## src/rtl/core/pia_pkg.sv

```systemverilog
// Shared types, widths and constants of the pixel input adaptation unit.
`timescale 1ns / 1ps
`default_nettype none

package pia_pkg;

    // Field widths.
    localparam int PIX_W   = 16;
    localparam int LEVEL_W = 18;
    localparam int IDX_W   = 14;
    localparam int RATE_W  = 16;

    // Configuration port geometry.
    localparam int PADDR_W = 4;
    localparam int PDATA_W = 32;

    // Default geometry of the retina.
    localparam int RETINA_PIXELS_DEF = 16384;
    localparam int EYES_DEF          = 2;

    // Largest level that an entry can hold.
    localparam logic [LEVEL_W-1:0] LEVEL_MAX = {LEVEL_W{1'b1}};

    // Reset values of the rate registers (about 0.3 and 0.1 in Q0.16).
    localparam logic [RATE_W-1:0] UP_RATE_RST   = 16'd19661;
    localparam logic [RATE_W-1:0] DOWN_RATE_RST = 16'd6554;

    // Register indexes on the configuration port.
    localparam logic [1:0] REG_ENABLE    = 2'd0;
    localparam logic [1:0] REG_BINOCULAR = 2'd1;
    localparam logic [1:0] REG_UP_RATE   = 2'd2;
    localparam logic [1:0] REG_DOWN_RATE = 2'd3;

    // Item functions.
    localparam logic FUNC_ADAPT = 1'b0;
    localparam logic FUNC_CLEAR = 1'b1;

    // Eye codes.
    localparam logic EYE_RIGHT = 1'b0;
    localparam logic EYE_LEFT  = 1'b1;

    // Current configuration as seen by the datapath and sequencer.
    typedef struct packed {
        logic              enable;
        logic              binocular;
        logic [RATE_W-1:0] up_rate;
        logic [RATE_W-1:0] down_rate;
    } cfg_t;

endpackage

`default_nettype wire

```

## src/rtl/core/pia_datapath.sv

```systemverilog
// Level update arithmetic: registered products, then rounding and saturation.
`timescale 1ns / 1ps
`default_nettype none

module pia_datapath
    import pia_pkg::*;
(
    input  wire logic               clk,
    input  wire logic               capture,
    input  wire cfg_t               cfg,
    input  wire logic [LEVEL_W-1:0] level,
    input  wire logic [PIX_W-1:0]   pix,
    output logic      [PIX_W-1:0]   adapted,
    output logic      [LEVEL_W-1:0] level_held,
    output logic      [LEVEL_W-1:0] next_level
);

    localparam int KEEP_W = RATE_W + 1;
    localparam int KP_W   = LEVEL_W + KEEP_W;
    localparam int IP_W   = 2 * RATE_W;
    localparam int SUM_W  = KP_W + 1;
    localparam int RND_W  = SUM_W - 16;

    localparam logic [KEEP_W-1:0] ONE_Q16    = {1'b1, {RATE_W{1'b0}}};
    localparam logic [SUM_W-1:0]  ROUND_HALF = SUM_W'(32768);

    logic [KEEP_W-1:0]  keep_factor;
    logic [KP_W-1:0]    keep_prod;
    logic [IP_W-1:0]    in_prod;
    logic [LEVEL_W-1:0] diff;
    logic [PIX_W-1:0]   adapted_next;
    logic [KP_W-1:0]    keep_prod_reg;
    logic [IP_W-1:0]    in_prod_reg;
    logic [PIX_W-1:0]   adapted_reg;
    logic [LEVEL_W-1:0] level_reg;
    logic [SUM_W-1:0]   acc;
    logic [RND_W-1:0]   rounded;

    // level*(1 - down_rate) and up_rate*input; the level term never goes negative.
    assign keep_factor = ONE_Q16 - {1'b0, cfg.down_rate};
    assign keep_prod   = {{KEEP_W{1'b0}}, level} * {{LEVEL_W{1'b0}}, keep_factor};
    assign in_prod     = {{RATE_W{1'b0}}, cfg.up_rate} * {{PIX_W{1'b0}}, pix};

    // Input minus level, clamped at zero.
    assign diff         = {{(LEVEL_W-PIX_W){1'b0}}, pix} - level;
    assign adapted_next = ({{(LEVEL_W-PIX_W){1'b0}}, pix} > level) ? diff[PIX_W-1:0] : '0;

    // Product stage.
    always_ff @(posedge clk)
    begin
        if (capture)
        begin
            keep_prod_reg <= keep_prod;
            in_prod_reg   <= in_prod;
            adapted_reg   <= adapted_next;
            level_reg     <= level;
        end
    end

    // Sum, round half up and saturate.
    assign acc        = {1'b0, keep_prod_reg} + {{(SUM_W-IP_W){1'b0}}, in_prod_reg} + ROUND_HALF;
    assign rounded    = acc[SUM_W-1:16];
    assign next_level = (rounded > {{(RND_W-LEVEL_W){1'b0}}, LEVEL_MAX})
                        ? LEVEL_MAX : rounded[LEVEL_W-1:0];

    assign adapted    = adapted_reg;
    assign level_held = level_reg;

endmodule

`default_nettype wire

```

## config.mk

```make
export PLATFORM = sky130hd
export DESIGN_NAME = pia_datapath
export DESIGN_NICKNAME = d
export VERILOG_FILES = /design/src/rtl/core/pia_pkg.sv /design/src/rtl/core/pia_datapath.sv
export SDC_FILE = /design/constraint.sdc
export NUM_CORES = 2
export LEC_CHECK = 0
export BUFFER_PORTS_ARGS = -buffer_cell sky130_fd_sc_hd__buf_2
export CORE_MARGIN = 2
export CORE_UTILIZATION = 45
export DETAILED_ROUTE_END_ITERATION = 8
export SYNTH_ARGS = -nofsm -noshare
export SYNTH_HDL_FRONTEND = slang
export SYNTH_SLANG_ARGS = --single-unit
```

## constraint.sdc

```tcl
create_clock -name clk -period 14.9 [get_ports clk]
set_input_delay 2.98 -clock clk [delete_from_list [all_inputs] [get_ports clk]]
set_output_delay 2.98 -clock clk [all_outputs]
set_load 0.02 [all_outputs]
```

==> results.cfg <==
[floorplan]
die_area_um2 = 55500
die_w_um = 236
start_util_pct = 45.8
core_area_um2 = 52800
die_h_um = 236
std_cell_rows = 84
top_level_ports = 122

[clock_tree]
cts_hold_buf = 0
post_cts_resized = 0
clockRootBuffer = clkbuf_16
htree_levels = 3
clk_pin_slew_worst_paths_ns = 0.09
cts_tree = built
cts_num_sinks = 101
clk_path_buf_depth = 2
numCtsBuffers = 9
cts_setup_buffers = 0

[status]
status = finished clean

[min_path]
holdPathStages = 1
hold_class = in2reg

[logic_synthesis]
async_flop_share_pct = 0
yosysWarnings = 0
synth_edf_count = 101
synth.avg_cell_area_um2 = 9.18
syn-instance-count = 2631
syn_nets = 3427
synth-seq-cells = 101
seq_area_frac_synth_pct = 12.6
syn_area_um2 = 24100
ys_types = 66
synth_ff_type = edfxtp_1

[critical_path]
cp_slowest_cell = nor3_2
end_kind = flip-flop
critPathBufInv = 5
arrival_ns = 11.05
required_ns = 15.04
crit_type = in2reg
worst_setup_path_start_kind = input pin
slowest_delay_ns = 0.76
crit_cells = 27
crit_family = adder cells
cp_common_cell = fa_1
worstPathMaxFanout = 17

[routing]
dr_total_vias = 18000
vias_per_cell = 5.34
met2RoutedLength_um = 29500
wire_per_inst_um = 18.0
ant_nets = 0
first_pass_iters = 5
dr.max_layer_used = met4
wl_met3_um = 3130
drtIter0Drc = 1107
drc_errors = 0
wl_met1_um = 26100
drt_wl_total_um = 60800

[global_route]
grt_max_degree = 53
grt_pass1_wl_um = 101000
grt_use_total_pct = 23.0
grt_pass1_vias = 19600
antenna_found_initial = 3
grt_remaining_overflow = 0

[sta]
max_freq_mhz = 91.7
fin_crit_sh_pct = 73.2
slew_viol_final = 0
hold_viol = 0
setup_viol_count_final = 0
max_slew_margin_pct = 29.0
rsz0062_at_grt = false
fin_crit_ns = 10.91
setup_tns_ns = 0
tightest_slew_ns = 1.06

[final_layout]
largest_register_ffs = 35
post-route-util_pct = 48.6
design_area_um2 = 25700
fill_cells = 4999
layout_commonest_cell = inv_1
drive_gt1_share_pct = 6.25
mostFrequentLayoutCells = inv_1 (557), fa_1 (434), nand2_1 (422)
nets = 3480
area_delta_synth_final_pct = 6.28
diodes = 0

[placed_design]
io_buffers = 119
gp_congestion = 0.896
post-dp-hpwl_um = 48500
post_dp_cell_area_um2 = 25400

[flow_run]
cap_viol_max_count = 0
==> cells in the mapped netlist, drive strengths merged, types with 2 or more instances <==
cell       n  area [um2]
a31o       2        17.5
or3        3        18.8
nand3b     4        30.0
mux2i      3        30.0
a311o      2        20.0
nand2    422        1580
nor3      14        75.1
o211ai     8        60.1
a31oi      6        52.6
o21ai     59         303
o41a       2        23.8
o31a       2        17.5
a21boi     2        15.0
and4       4        35.0
a311oi     2        17.5
edfxtp   101        3030
fa       434        8690
a21oi     79         403
a41oi      4        35.0
and2     197        1230
xnor2     59         517
o21a       8        60.1
nor4      16         100
a211oi     8        65.1
nand2b    11        68.8
nor2      72         270
a211o      3        27.5
clkbuf    80         300
inv      557        2090
ha       292        3650
o2111ai    4        35.0
nand3     21         110
o21bai    11        82.6
xor2      38         333
a221oi     6        65.1
and3      10        62.6
a21o      34         258
o31ai      2        15.0
a2111oi    3        26.3
nor2b     13        81.3
nand4     14        87.6
buf        8        46.3
a221o      2        20.0
==> metrics by stage <==
stage          instances  setup slack [ns]  hold slack, ns
6_report            3377              3.99            3.05
3_5_place_dp        3361              3.58            3.42
4_1_cts             3377              3.98            3.03
2_1_floorplan       2631              5.05            3.08
5_1_grt             3377              3.36            3.04
3_3_place_gp        3361              3.66            3.42
==> routing by layer <==
layer | up-vias | global-route usage [%]
li1 | 8253 | -
met1 | 9180 | 30.3
met2 | 493 | 39.0
met3 | 104 | 3.35
met4 | 0 | 7.80
met5 | - | 0
==> area by class of cell <==
cell class / instances / area, um2 / area share [%]
multi-input cells: 1885 / 18700 / 72.9
inverters: 557 / 2090 / 8.15
flip-flops and latches: 101 / 3030 / 11.8
clock buffers: 9 / 225 / 0.878
well taps: 688 / 861 / 3.35
clock inverters: 7 / 65.1 / 0.254
repair buffers: 130 / 681 / 2.65
==> final timing paths <==
| check | from | endpoint | slack (ns) |
|---|---|---|---|
| max | cfg[0] | keep_prod_reg[34] | 3.99 |
| min | level[2] | level_held[2] | 3.05 |
==> cell families (layout without fill, tap and decap cells) <==
family	Yosys count	after routing	synth area share, %
AO/OA/AOI/OAI	255	255	6.92
XOR/XNOR	97	97	3.52
adder cells (fa/ha/maj)	726	726	51.1
buffers and inverters	645	703	10.1
flip-flops	101	101	12.6
multiplexers	3	3	0.124
AND/OR/NAND/NOR	804	804	15.7
Power is left out: the tool's default activity adds up to more than one toggle a clock period on the data nets, which glitch-free logic cannot reach.
