**src/rtl/core/pia_pkg.sv**
```systemverilog
// Shared types, widths and constants of the pixel input adaptation unit.
`timescale 1ns / 1ps
`default_nettype none

package pia_pkg;

    // Field widths.
    localparam int PIX_W   = 16;
    localparam int LEVEL_W = 18;
    localparam int IDX_W   = 14;
    localparam int RATE_W  = 16;

    // Configuration port geometry.
    localparam int PADDR_W = 4;
    localparam int PDATA_W = 32;

    // Default geometry of the retina.
    localparam int RETINA_PIXELS_DEF = 16384;
    localparam int EYES_DEF          = 2;

    // Largest level that an entry can hold.
    localparam logic [LEVEL_W-1:0] LEVEL_MAX = {LEVEL_W{1'b1}};

    // Reset values of the rate registers (about 0.3 and 0.1 in Q0.16).
    localparam logic [RATE_W-1:0] UP_RATE_RST   = 16'd19661;
    localparam logic [RATE_W-1:0] DOWN_RATE_RST = 16'd6554;

    // Register indexes on the configuration port.
    localparam logic [1:0] REG_ENABLE    = 2'd0;
    localparam logic [1:0] REG_BINOCULAR = 2'd1;
    localparam logic [1:0] REG_UP_RATE   = 2'd2;
    localparam logic [1:0] REG_DOWN_RATE = 2'd3;

    // Item functions.
    localparam logic FUNC_ADAPT = 1'b0;
    localparam logic FUNC_CLEAR = 1'b1;

    // Eye codes.
    localparam logic EYE_RIGHT = 1'b0;
    localparam logic EYE_LEFT  = 1'b1;

    // Current configuration as seen by the datapath and sequencer.
    typedef struct packed {
        logic              enable;
        logic              binocular;
        logic [RATE_W-1:0] up_rate;
        logic [RATE_W-1:0] down_rate;
    } cfg_t;

endpackage

`default_nettype wire

```
**src/rtl/core/pia_cfg.sv**
```systemverilog
// APB-style configuration registers of the pixel input adaptation unit.
`timescale 1ns / 1ps
`default_nettype none

module pia_cfg
    import pia_pkg::*;
(
    input  wire logic               clk,
    input  wire logic               rst_n,
    input  wire logic               psel,
    input  wire logic               penable,
    input  wire logic               pwrite,
    input  wire logic [PADDR_W-1:0] paddr,
    input  wire logic [PDATA_W-1:0] pwdata,
    output logic      [PDATA_W-1:0] prdata,
    output logic                    pready,
    output cfg_t                    cfg
);

    logic              enable_reg;
    logic              binocular_reg;
    logic [RATE_W-1:0] up_rate_reg;
    logic [RATE_W-1:0] down_rate_reg;
    logic [1:0]        reg_index;
    logic              wr_en;

    assign pready    = 1'b1;
    assign reg_index = paddr[3:2];
    assign wr_en     = psel && penable && pwrite;

    // Register writes in the access phase.
    always_ff @(posedge clk or negedge rst_n)
    begin
        if (!rst_n)
        begin
            enable_reg    <= 1'b0;
            binocular_reg <= 1'b0;
            up_rate_reg   <= UP_RATE_RST;
            down_rate_reg <= DOWN_RATE_RST;
        end
        else if (wr_en)
        begin
            unique case (reg_index)
                REG_ENABLE:    enable_reg    <= pwdata[0];
                REG_BINOCULAR: binocular_reg <= pwdata[0];
                REG_UP_RATE:   up_rate_reg   <= pwdata[RATE_W-1:0];
                REG_DOWN_RATE: down_rate_reg <= pwdata[RATE_W-1:0];
                default:       ;
            endcase
        end
    end

    // Read mux.
    always_comb
    begin
        unique case (reg_index)
            REG_ENABLE:    prdata = {{(PDATA_W-1){1'b0}}, enable_reg};
            REG_BINOCULAR: prdata = {{(PDATA_W-1){1'b0}}, binocular_reg};
            REG_UP_RATE:   prdata = {{(PDATA_W-RATE_W){1'b0}}, up_rate_reg};
            REG_DOWN_RATE: prdata = {{(PDATA_W-RATE_W){1'b0}}, down_rate_reg};
            default:       prdata = '0;
        endcase
    end

    assign cfg.enable    = enable_reg;
    assign cfg.binocular = binocular_reg;
    assign cfg.up_rate   = up_rate_reg;
    assign cfg.down_rate = down_rate_reg;

endmodule

`default_nettype wire

```
**config.mk**
```make
export PLATFORM = sky130hd
export DESIGN_NAME = pia_cfg
export DESIGN_NICKNAME = d
export VERILOG_FILES = /design/src/rtl/core/pia_pkg.sv /design/src/rtl/core/pia_cfg.sv
export SDC_FILE = /design/constraint.sdc
export NUM_CORES = 1
export LEC_CHECK = 0
export CORE_MARGIN = 2
export CORE_UTILIZATION = 40
export CTS_CLUSTER_SIZE = 20
export DETAILED_ROUTE_END_ITERATION = 6
export DONT_BUFFER_PORTS = 1
export PLACE_DENSITY = 0.58
export SYNTH_ARGS = -nofsm -noshare
export SYNTH_HDL_FRONTEND = slang
export SYNTH_SLANG_ARGS = --single-unit
```
**constraint.sdc**
```tcl
create_clock -name clk -period 1.03 [get_ports clk]
set_input_delay 0.1545 -clock clk [delete_from_list [all_inputs] [get_ports clk]]
set_output_delay 0.1545 -clock clk [all_outputs]
set_load 0.02 [all_outputs]
```
==> impl_summary.log, run 1 <==
[metrics] capturing element type of the critical path: primary output
[metrics] portion of the clock cycle consumed by the worst path in the final layout: 131.6%
[metrics] CTS tree: yes
[metrics] number of CTS-inserted buffers: 5
[metrics] smallest setup slack after layout: -0.3258 ns
[metrics] clock skew after layout: 0 ns
[metrics] mean area per synthesized cell: 13.68 um^2
[metrics] unrepaired setup endpoints after global routing: yes
[metrics] post-synth cell types: 19
[metrics] total congestion overflow: 0
[metrics] class of the tightest hold or removal check: in -> reg
[metrics] worst skew pair latency: 0.28 ns
[metrics] kind of critical path: reg -> out
[metrics] startpoint type of the worst setup path: flip-flop
[metrics] DR pass1 iterations: 4
[metrics] final-report setup violation count: 39
[metrics] Gate power share: between 40 and 50%
[metrics] core area: 4384 um^2
[metrics] leading register cell type out of synthesis: sky130_fd_sc_hd__dfrtp_1
[metrics] count of mapped cells out of synthesis: between 100 and 150
[metrics] number of cells on the worst hold path: 1
[metrics] Arr. time, crit path: 1.20 ns
[metrics] Area growth syn-to-layout: 36.59%
[metrics] sum of buffers and inverters on the critical path: 0
[metrics] synthesis warning total: 0
[metrics] wire length of the first global-routing pass: 6.437 mm
[metrics] maximum buffer depth of the clock tree: 2
[metrics] share of post-route cells with drive strength above 1: 70.37%
[metrics] post-layout min period: 1.356 ns
[metrics] final routed DRC violation total: 0
[metrics] cells traversed along the worst timing path: mux4_2
[metrics] final antenna diode count: 0
[metrics] post-synth design cell area: 1833 um^2
[metrics] Reg clk slew, reported paths: 0.06 ns
[metrics] top-level port count: 108
[metrics] violations in the final reports: negative setup slack
[metrics] EDFF count, synth: 0
[metrics] die height: 71.70 um
[metrics] initial core utilization: 41.81%
[metrics] most frequent cells in the layout: sky130_fd_sc_hd__buf_6 (42), sky130_fd_sc_hd__mux2_2 (24), sky130_fd_sc_hd__dfrtp_1 (18), sky130_fd_sc_hd__conb_1 (17), sky130_fd_sc_hd__dfstp_2 (15)
[metrics] Layout Cell Area excl Fill: 2504 um^2
[metrics] switching power as a share of total power: 33.70%
[metrics] final hold violation count: 0
[metrics] vias per cell: 4.905
[metrics] area post-placement: 2085 um^2
[metrics] largest net degree at the start of global routing: 35
[metrics] CP Data Required Time: 0.88 ns
[metrics] fraction of power consumed by the clock network: approximately 18%
[metrics] die footprint: 5140 um^2
[metrics] Max Fclk: 737.6 MHz
[metrics] most common library cell in the layout ignoring fill and taps: sky130_fd_sc_hd__buf_6
[metrics] longest individual stage delay on the worst path: 0.55 ns
[metrics] number of antenna violations at the first check in global routing: 0
[metrics] portion of total power attributed to sequential cells: 38.0%
[metrics] total power per unit cell area: 2105 nW/um^2
[metrics] switching power summed over all nets: 1.777 mW
[metrics] H-tree level count: 2
[metrics] Sink Count: 34
[metrics] CTS root buf: sky130_fd_sc_hd__clkbuf_8
[metrics] Final Net Count: 229
[metrics] number of global-route vias before repair: 1,276
[metrics] overall fraction of global-route tracks in use: approximately 16%
[metrics] Register-to-Register Path Depth: 3
[metrics] total power draw: about 5.3 mW
[metrics] post-detailed-routing wire length: 4.174 mm
[metrics] worst hold-check slack: 0.01876 ns
[metrics] number of pins with negative max-slew slack in the final report: 0
[metrics] highest ir drop seen on vdd: 1184 uV
[metrics] Slowest cell on crit path: sky130_fd_sc_hd__mux4_2
[metrics] internal cell power: 3.495 mW
[metrics] fraction of registers with async set or reset after synthesis: 100.0%
[metrics] First DRT Iteration DRCs: 19
[metrics] register area share after synthesis: 47.44%
[metrics] residual antenna-violating net count after detailed routing: 0
[metrics] static leakage: 1.175 nW
[metrics] number of synthesized register bits: 34
[metrics] max-cap violation count: 0
[metrics] maximum fanout along the worst path: 2
[metrics] number of placement rows: 24
[metrics] kind of cell adding the most delay to the critical path: multiplexers
[metrics] total number of vias: 1,182
[metrics] IO Port Bufs: 0
[metrics] DP HPWL: ~2.6 mm
[metrics] status: finished with violations
[metrics] Routed wire per std cell: 17.32 um
[metrics] gpl congestion: between 0.7 and 0.8
[metrics] Die W: 71.70 um
[metrics] number of cells on the critical path: 1
-- cell families after synthesis --
family	share of synthesized area, %
other	0.4097
muxes	32.56
buffers and inverters	11.81
DFF	47.44
and+or+nand+nor	7.782
-- power groups by stage --
stage,registers [mW],clock network [mW],logic [mW]
3_3_place_gp,1.95,0,1.73
4_1_cts,1.97,0.968,2.06
5_1_grt,2.05,1.04,2.47
6_report,2.01,0.923,2.34
2_1_floorplan,2.35,0,0.875
3_5_place_dp,1.97,0,1.76
-- cells in the mapped netlist (2+ instances only) --
library cell	count	area share, %
sky130_fd_sc_hd__mux2_4	10	8.2
sky130_fd_sc_hd__dfstp_2	15	22
sky130_fd_sc_hd__nor2b_1	15	5.1
sky130_fd_sc_hd__mux2_2	24	15
sky130_fd_sc_hd__buf_6	3	1.8
sky130_fd_sc_hd__mux2i_1	15	8.2
sky130_fd_sc_hd__dfrtp_1	19	26
sky130_fd_sc_hd__buf_4	20	8.2
sky130_fd_sc_hd__nor3_1	2	0.55
sky130_fd_sc_hd__conb_1	2	0.41
-- layout make-up --
type	instances	area [um^2]
Clock buffer	8	80.08
Fill cell	378	1881
Inverter	1	3.754
Multi-Input combinational cell	88	863.3
Sequential cell	34	870.8
Tap cell	52	65.06
Timing Repair Buffer	58	620.6
-- timing repair --
| item | in CTS | in global routing |
|---|---|---|
| setup buffers | 7 | 11 |
| hold buffers | 2 | 0 |
| gates resized for setup | 24 | 26 |
| gates cloned | 0 | 0 |
| setup endpoints to repair | 31 | 42 |
| endpoints found under the hold margin | 34 | 0 |
-- metal layers --
metal	vias to the layer above	global-route usage, %	share of wire, %
li1	528	-	-
met1	589	19.95	40
met2	58	27.06	51
met3	7	6.329	7.2
met4	0	5.031	1.7
met5	-	0	0
-- worst paths after layout --
path | start | to | slack [ns]
worst max register to register | up_rate_reg[10] | up_rate_reg[10] | 0.05
max in group asynchronous | rst_n | down_rate_reg[11] | 0.43
worst max-delay path | down_rate_reg[0] | prdata[0] | -0.33
worst min register to register | up_rate_reg[4] | up_rate_reg[4] | 0.54
worst min-delay path | pwdata[7] | down_rate_reg[7] | 0.02
min in group asynchronous | rst_n | down_rate_reg[10] | 0.36
-- through the flow --
| step | instances | utilization (%) | worst slack, ns | setup TNS, ns |
|---|---|---|---|---|
| after floorplan | 149 | - | -0.1858 | -3.806 |
| after global placement | 214 | 47.55 | -0.08794 | -0.8399 |
| after detailed placement | 214 | 47.55 | -0.1065 | -1.214 |
| after CTS | 231 | 53.14 | -0.3462 | -5.384 |
| after global routing | 241 | 57.11 | -0.3716 | -7.353 |
| final | 241 | 57.11 | -0.3258 | -5.724 |
(Power assumes the default switching activity.)
==> run 2: changes to the inputs <==
--- a/config.mk
+++ b/config.mk
@@ -7,4 +7,6 @@
 export LEC_CHECK = 0
+export CELL_PAD_IN_SITES_DETAIL_PLACEMENT = 1
+export CELL_PAD_IN_SITES_GLOBAL_PLACEMENT = 2
 export CORE_MARGIN = 2
-export CORE_UTILIZATION = 40
+export CORE_UTILIZATION = 34
 export CTS_CLUSTER_SIZE = 20
@@ -12,3 +14,3 @@
 export DONT_BUFFER_PORTS = 1
-export PLACE_DENSITY = 0.58
+export PLACE_DENSITY = 0.79
 export SYNTH_ARGS = -nofsm -noshare
==> constraint.sdc (replaced) <==
create_clock -name clk -period 1.15 [get_ports clk]
set_input_delay 0.23 -clock clk [delete_from_list [all_inputs] [get_ports clk]]
set_output_delay 0.23 -clock clk [all_outputs]
set_load 0.02 [all_outputs]
==> run 2 against run 1 <==
The run still ends with negative setup slack left. Flip-flop and latch count did not move. Worst setup slack improved by 0.041 ns. Clock skew did not move. Utilization fell by 7.8 points. Combinational power fell by 8%. Sequential power fell by 12%. Global-route usage fell by 0.95 points. Clock power fell by 3.7%. Non-clock buffer count fell by 2. Register-to-register slack improved by 0.08 ns. Cell area rose by 1.3%. Critical path type unchanged. Largest power group unchanged. Highest routed layer unchanged.
==> impl_summary.log, run 2 (synthesis gave the netlist of run 1 again) <==
[metrics] Reg clk slew, reported paths: 0.07 ns (about the same)
[metrics] Area growth syn-to-layout: 38.36%
[metrics] die footprint: 5995 um^2 (+17%)
[metrics] most frequent cells in the layout: sky130_fd_sc_hd__buf_6 (38), sky130_fd_sc_hd__mux2_2 (24), sky130_fd_sc_hd__dfrtp_1 (19), sky130_fd_sc_hd__conb_1 (17), sky130_fd_sc_hd__dfstp_2 (15)
[metrics] wire length of the first global-routing pass: 7.113 mm (+11%)
[metrics] kind of critical path: reg -> out
[metrics] unrepaired setup endpoints after global routing: yes
[metrics] most common library cell in the layout ignoring fill and taps: sky130_fd_sc_hd__buf_6
[metrics] status: finished with violations
[metrics] post-layout min period: between 1 and 1.5 ns
[metrics] longest individual stage delay on the worst path: 0.55 ns (about the same)
[metrics] startpoint type of the worst setup path: flip-flop
[metrics] kind of cell adding the most delay to the critical path: multiplexers
[metrics] share of post-route cells with drive strength above 1: 71.12% (+0.75 points)
[metrics] number of CTS-inserted buffers: 5 (unchanged)
[metrics] violations in the final reports: negative setup slack
[metrics] number of global-route vias before repair: 1,334 (+4.5%)
[metrics] worst hold endpoint: down_rate_reg[11]
[metrics] Sink Count: 34 (unchanged)
[metrics] highest ir drop seen on vdd: 726.3 uV (-39%)
[metrics] DP HPWL: 3.092 mm (+17%)
[metrics] number of pins with negative max-slew slack in the final report: 0 (unchanged)
[metrics] maximum buffer depth of the clock tree: 2 (unchanged)
[metrics] clock skew after layout: 0 ns (unchanged)
[metrics] detailed-route wire length on metal 1: 1.699 mm (+0.89%)
[metrics] maximum fanout along the worst path: 2 (unchanged)
[metrics] worst skew pair latency: 0.28 ns (about the same)
[metrics] Max Fclk: 696.7 MHz
[metrics] residual antenna-violating net count after detailed routing: 0 (unchanged)
[metrics] Register-to-Register Path Depth: 3 (unchanged)
[metrics] setup tns final: -4.148 ns (+1.575 ns)
[metrics] Slowest cell on crit path: sky130_fd_sc_hd__mux4_2
[metrics] CP Data Required Time: 0.92 ns (+0.04 ns)
[metrics] sum of buffers and inverters on the critical path: 0 (unchanged)
[metrics] final-report setup violation count: 34 (-13%)
[metrics] max-cap violation count: 0 (unchanged)
[metrics] portion of the clock cycle consumed by the worst path in the final layout: 124.8%
[metrics] vias per cell: 4.591 (-6.4%)
[metrics] Arr. time, crit path: 1.21 ns (about the same)
[metrics] top-level port count: 108 (unchanged)
[metrics] class of the tightest hold or removal check: in -> reg
[metrics] final antenna diode count: 0 (unchanged)
[metrics] Die W: 77.43 um (+8.0%)
[metrics] final hold violation count: 0 (unchanged)
[metrics] CTS root buf: sky130_fd_sc_hd__clkbuf_8
[metrics] post-detailed-routing wire length: 4.617 mm (+11%)
[metrics] Routed wire per std cell: 17.96 um (+3.7%)
[metrics] total congestion overflow: 0 (unchanged)
[metrics] IO Port Bufs: 0 (unchanged)
[metrics] met3 routed wirelength: 362 um (+20%)
[metrics] r2r endpoint: enable_reg
[metrics] final routed DRC violation total: 0 (unchanged)
[metrics] die height: 77.43 um (+8.0%)
[metrics] worst hold-check slack: 0.09482 ns (+0.07606 ns)
[metrics] capturing element type of the critical path: primary output
[metrics] CTS tree: yes
[metrics] total number of vias: 1,180 (-0.17%)
[metrics] Final Net Count: 227 (-0.87%)
[metrics] First DRT Iteration DRCs: 12 (-7)
[metrics] total power per unit cell area: 1901 nW/um^2 (-9.7%)
[metrics] cells traversed along the worst timing path: mux4_2
[metrics] register-to-register setup slack: 0.13 ns (+0.08 ns)
[metrics] initial core utilization: 35.66% (-6.1 points)
[metrics] core area: 5140 um^2 (+17%)
[metrics] number of antenna violations at the first check in global routing: 0 (unchanged)
[metrics] worst r2r src: enable_reg
[metrics] hold_sp: pwdata[11]
[metrics] H-tree level count: 2 (unchanged)
[metrics] highest routing layer actually used: met4
[metrics] gpl congestion: 0.7141 (-0.29%)
[metrics] DR pass1 iterations: 4 (unchanged)
[metrics] largest net degree at the start of global routing: 35 (unchanged)
[metrics] number of cells on the worst hold path: 1 (unchanged)
[metrics] overall fraction of global-route tracks in use: 15.47% (-0.95 points)
[metrics] static leakage: 1.182 nW (+0.52%)
[metrics] smallest setup slack after layout: -0.2853 ns (+0.04054 ns)
[metrics] number of cells on the critical path: 1 (unchanged)
[metrics] met2 WL: 2.492 mm (+18%)
[metrics] number of placement rows: 26 (+8.3%)
## run 2: cell types whose count changed in the layout (fill, tap and decap cells not counted), sizes merged
cell / delta
buf: -2
clkbuf: -1
clkinv: +1
## run 2: worst max-delay path by stage
stage | start | endpoint
after floorplan | paddr[3] | down_rate_reg[10]
after global placement | binocular_reg | prdata[0]
after detailed placement | binocular_reg | prdata[0]
after CTS | down_rate_reg[0] | prdata[0]
after global routing | enable_reg | prdata[0]
final | down_rate_reg[0] | prdata[0]
## run 2: layout make-up
cell class                 instances  area, um^2
inverter                           1       3.754
tap                               70       87.58
clock inverter                     1       5.005
fill                             548        2604
sequential                        34       869.6
multi-input combinational         88       880.8
timing repair buffer              56       603.1
clock buffer                       7       86.33
## run 2: layer usage
metal	GRT usage, %	vias up
met5	0	-
met4	5.536	0
met3	5.698	6
met2	28.00	57
met1	16.41	593
li1	-	524
## run 2: what timing repair did
item,CTS,global route
resized for setup,26,22
hold endpoints to repair,34,0
pin swaps,0,0
hold buffers,2,0
cloned,0,0
buffers inserted,10,9
endpoints found under the setup margin,31,37
## run 2: worst register-to-register path, delay by kind of cell, from the launching register on
| kind | cells | cell delay [ns] |
|---|---|---|
| flops | 1 | 0.38 |
| buf+inv | 2 | 0.26 |
| mux | 1 | 0.26 |
## run 2: power breakdown
part	internal (mW)	switching, mW	leakage [nW]	total [mW]
registers	1.57	0.206	0.390	1.77
logic	1.13	1.02	0.743	2.16
clock network	0.483	0.406	0.0482	0.889
## run 2: stage by stage
step | instance area [um^2] | util [%] | cells | setup slack [ns] | total power [mW]
3_5_place_dp | 2097 | 40.80 | 229 | -0.07502 | 3.383
2_1_floorplan | 1937 | - | 149 | -0.1413 | 2.890
3_3_place_gp | 2097 | 40.80 | 229 | -0.04876 | 3.296
5_1_grt | 2536 | 49.34 | 257 | -0.3265 | 5.073
6_report | 2536 | 49.34 | 257 | -0.2853 | 4.820
4_1_cts | 2384 | 46.37 | 249 | -0.3042 | 4.618
